===== config.mk =====
export PLATFORM = sky130hd
export DESIGN_NAME = iida_cell
export DESIGN_NICKNAME = d
export VERILOG_FILES = /design/src/rtl/core/iida_pkg.sv /design/src/rtl/core/iida_cell.sv
export SDC_FILE = /design/constraint.sdc
export NUM_CORES = 1
export LEC_CHECK = 0
export BUFFER_PORTS_ARGS = -buffer_cell sky130_fd_sc_hd__buf_4
export CORE_AREA = 3 3 134 136
export DETAILED_ROUTE_END_ITERATION = 10
export DIE_AREA = 0 0 137 139
export HOLD_SLACK_MARGIN = 0.02
export SYNTH_ARGS = -nofsm -noshare
export SYNTH_HDL_FRONTEND = slang
export SYNTH_SLANG_ARGS = --single-unit

===== constraint.sdc =====
create_clock -name aclk -period 5 [get_ports aclk]
set_clock_uncertainty 0.1 [all_clocks]
set_input_delay 0.5 -clock aclk [delete_from_list [all_inputs] [get_ports aclk]]
set_output_delay 0.5 -clock aclk [all_outputs]
set_load 0.01 [all_outputs]

===== src/rtl/core/iida_pkg.sv =====
`default_nettype none

package iida_pkg;

    // Default depth of the array
    localparam int CAPACITY_DEF = 256;
    // Position width inside the cell chain; covers the largest supported depth
    localparam int POS_W        = 13;
    // Cells per group of the read gather tree
    localparam int GROUP        = 16;

    localparam int DATA_W  = 64;
    localparam int IDX_W   = 9;
    localparam int OP_W    = 3;
    localparam int STAT_W  = 2;
    localparam int COUNT_W = 9;

    // Request operation codes
    typedef enum logic [OP_W-1:0] {
        OP_READ   = 3'd0,
        OP_WRITE  = 3'd1,
        OP_APPEND = 3'd2,
        OP_INSERT = 3'd3,
        OP_DELETE = 3'd4,
        OP_SIZE   = 3'd5
    } op_t;

    // Result status codes
    typedef enum logic [STAT_W-1:0] {
        ST_OK        = 2'd0,
        ST_BAD_INDEX = 2'd1,
        ST_FULL      = 2'd2,
        ST_BAD_SIZE  = 2'd3
    } status_t;

    // What every cell does in this cycle
    typedef enum logic [2:0] {
        MODE_NONE,
        MODE_READ,
        MODE_WRITE,
        MODE_INSERT,
        MODE_DELETE,
        MODE_FILL
    } mode_t;

    // Broadcast control from the sequencer to the chain
    typedef struct packed {
        mode_t              mode;
        logic [POS_W-1:0]   lo;
        logic [POS_W-1:0]   hi;
        logic [DATA_W-1:0]  value;
    } cell_ctl_t;

endpackage

`default_nettype wire


===== src/rtl/core/iida_cell.sv =====
`default_nettype none

module iida_cell #(
    parameter int POS = 0
) (
    input  wire logic                         aclk,
    input  wire iida_pkg::cell_ctl_t          ctl,
    input  wire logic [iida_pkg::DATA_W-1:0]  left_word,
    input  wire logic [iida_pkg::DATA_W-1:0]  right_word,
    output logic      [iida_pkg::DATA_W-1:0]  word,
    output logic      [iida_pkg::DATA_W-1:0]  rd_word
);

    localparam logic [iida_pkg::POS_W-1:0] POS_V = iida_pkg::POS_W'(POS);

    logic [iida_pkg::DATA_W-1:0] word_reg;
    logic [iida_pkg::DATA_W-1:0] word_next;
    logic                        at_lo;
    logic                        above_lo;
    logic                        below_hi;

    assign at_lo    = (POS_V == ctl.lo);
    assign above_lo = (POS_V > ctl.lo);
    assign below_hi = (POS_V < ctl.hi);

    // Next word: own, neighbor, broadcast value or zero fill
    always_comb begin
        word_next = word_reg;
        unique case (ctl.mode)
            iida_pkg::MODE_WRITE: begin
                if (at_lo) word_next = ctl.value;
            end
            iida_pkg::MODE_INSERT: begin
                if (at_lo)         word_next = ctl.value;
                else if (above_lo) word_next = left_word;
            end
            iida_pkg::MODE_DELETE: begin
                if (at_lo || above_lo) word_next = right_word;
            end
            iida_pkg::MODE_FILL: begin
                if ((at_lo || above_lo) && below_hi) word_next = '0;
            end
            default: word_next = word_reg;
        endcase
    end

    always_ff @(posedge aclk) begin
        word_reg <= word_next;
    end

    // Read tap, zero unless this cell is addressed
    assign rd_word = (ctl.mode == iida_pkg::MODE_READ && at_lo) ? word_reg : '0;
    assign word    = word_reg;

endmodule

`default_nettype wire


==> out/metrics.cfg <==
[status]
status = finished, final reports clean

[logic_synthesis]
yosysWarnings = 0
synthCells = 301
synth_area_per_cell_um2 = 12.1
yosys.cell_types.count = 16
synth-seq-cells = 64
seq_area_frac_synth_pct = 52.6
syn_nets = 523
synth_area_mm2 = 0.00365

[grt]
overflow = 0
track_usage_pct = 15.7
grt_max_degree = 65
grt_first_pass_wirelength_um = 22900
antenna_found_initial = 0
grt_pass1_vias = 4145

[hold_path]
worstHoldEndpoint = word[50]
min_from = left_word[50]
hp-class = primary input to flop
hold_depth = 2

[flow_run]
drv_cap = 0

[route]
wl_met1_um = 5910
wirelength_um = 16000
met3_length_um = 1120
route.detailed.drc = 0
vias_per_cell = 4.51
drtIter0Drc = 214
wl_met2_um = 8620
dr.pass1.iters = 4
wire_per_inst_um = 18.3
vias = 3922
ant_nets = 0
highest_layer = met4

[power]
pwr_density_cell_mw_per_mm2 = 219
ir_drop_mv = 0.144
finalPower_mw = 1.48
p_leak_nw = 3.06

[sta]
rsz0062_at_grt = no
fmax_mhz = 350
layout_min_cycle_time_ns = 2.85
worst_slew_margin_rel_pct = 12.0
finalMaxSlewViolations = 0
setup_viol = 0
timing.final.crit_share_pct = 57.1
worst_slew_pin_slew_ns = 1.32
hold_violations = 0
setup_tns_ns = 0

[cts]
cts-hold-fix-buffers = 0
cts_resized = 0
root_buffer = clkbuf_16
clock_sinks = 64
clk_pin_slew_ns = 0.06
clk_path_buf_depth = 2
numCtsBuffers = 9
postCtsSetupBuffers = 0
cts_tree = done
h-tree-depth = 3

[final_layout]
area_growth_pct = 85.3
nets = 862
fillers = 1734
stdcell_area_mm2 = 0.00677
largest_reg_flops = 64
layout.cells.non_filler = 870
antenna_cells = 0
seq_area_mm2 = 0.00192
multiInputGateArea_mm2 = 0.00160
post_route_cells_drive_above_1_share_pct = 57.4

[die]
core_area_mm2 = 0.0171
die-area_mm2 = 0.0190
start_util_pct = 21.4
num_rows = 48
io_pins = 350
die_w_um = 137
fp.dieH_um = 139

[setup_path]
worstSetupPathType = primary input to flop
cp.arrival_ns = 2.94
critPathCaptureType = flop
start_kind = primary input
path_max_fanout = 33
worstPathRequired_ns = 5.09

[placed_design]
dpl_cell_area_mm2 = 0.00646
place.gp.congestion = 0.868
io_buffers = 349
dpl.cell_count = 854
hpwlAfterDp_um = 12400

==> metal layers <==
metal	up-vias	GRT usage [%]
li1	1841	-
met1	1874	17.6
met2	185	28.4
met3	22	4.21
met4	0	5.20
met5	-	0
==> cell families after synthesis <==
| group | count (synthesis) | synth area share, % |
|---|---|---|
| and+or+nand+nor | 145 | 25.0 |
| buffers and inverters | 26 | 4.32 |
| AOI/OAI and AO/OA | 66 | 18.0 |
| DFF | 64 | 52.6 |
==> critical path, stage by stage <==
cell,delay (ns)
buf_4,0.11
nor4_1,0.27
nand4_1,0.36
a31oi_4,0.94
buf_4,0.50
a221o_1,0.23
==> where the power goes <==
group	switching (mW)	total [mW]	internal, mW
clock network	0.223	0.654	0.432
logic	0.0735	0.230	0.156
registers	0.0000297	0.598	0.598
total	0.296	1.48	1.19
==> layout by cell type (no fill, tap or decap), drive strengths merged <==
| cell | instances |
|---|---|
| buf | 354 |
| and2 | 128 |
| a221o | 64 |
| edfxtp | 64 |
| clkbuf | 11 |
| nor4 | 4 |
| nor2b | 3 |
| clkinv | 3 |
| nor2 | 3 |
| nand4 | 2 |
| nor3b | 2 |
| bufinv | 2 |
| nor3 | 1 |
| and3 | 1 |
| a31oi | 1 |
| nor4b | 1 |
| a21oi | 1 |
==> synthesized netlist by cell type, drive strengths merged <==
library cell,n,area [um^2]
and3,1,6.26
nor3b,2,25.0
nor3,1,5.00
and2,128,801
nor4,4,25.0
nand4,2,12.5
a21oi,1,5.00
clkbuf,13,48.8
nor4b,1,8.76
a31oi,1,12.5
buf,13,109
a221o,64,641
nor2,3,11.3
nor2b,3,18.8
edfxtp,64,1920
==> worst max path at each step <==
stage	startpoint	cells past startpoint	end
2_1_floorplan	ctl[78]	3	word[0]
3_3_place_gp	ctl[84]	6	word[43]
3_5_place_dp	ctl[78]	6	word[1]
4_1_cts	ctl[78]	6	word[43]
5_1_grt	ctl[84]	6	word[43]
6_report	ctl[78]	6	word[43]
==> area by class of cell <==
cell class | instances | area share [%]
repair buffers | 354 | 39.3
flip-flops and latches | 64 | 28.4
multi-input cells | 211 | 23.7
well taps | 225 | 4.16
clock buffers | 11 | 3.44
clock inverters | 5 | 1.05
==> metrics by stage <==
step / util [%] / setup WS, ns / hold slack, ns
2_1_floorplan: - / 0.714 / 0.614
3_3_place_gp: 37.9 / 1.83 / 0.699
3_5_place_dp: 37.9 / 1.82 / 0.703
4_1_cts: 39.7 / 2.15 / 0.352
5_1_grt: 39.7 / 1.89 / 0.353
6_report: 39.7 / 2.15 / 0.370
Power figures use the tool's default switching activity.
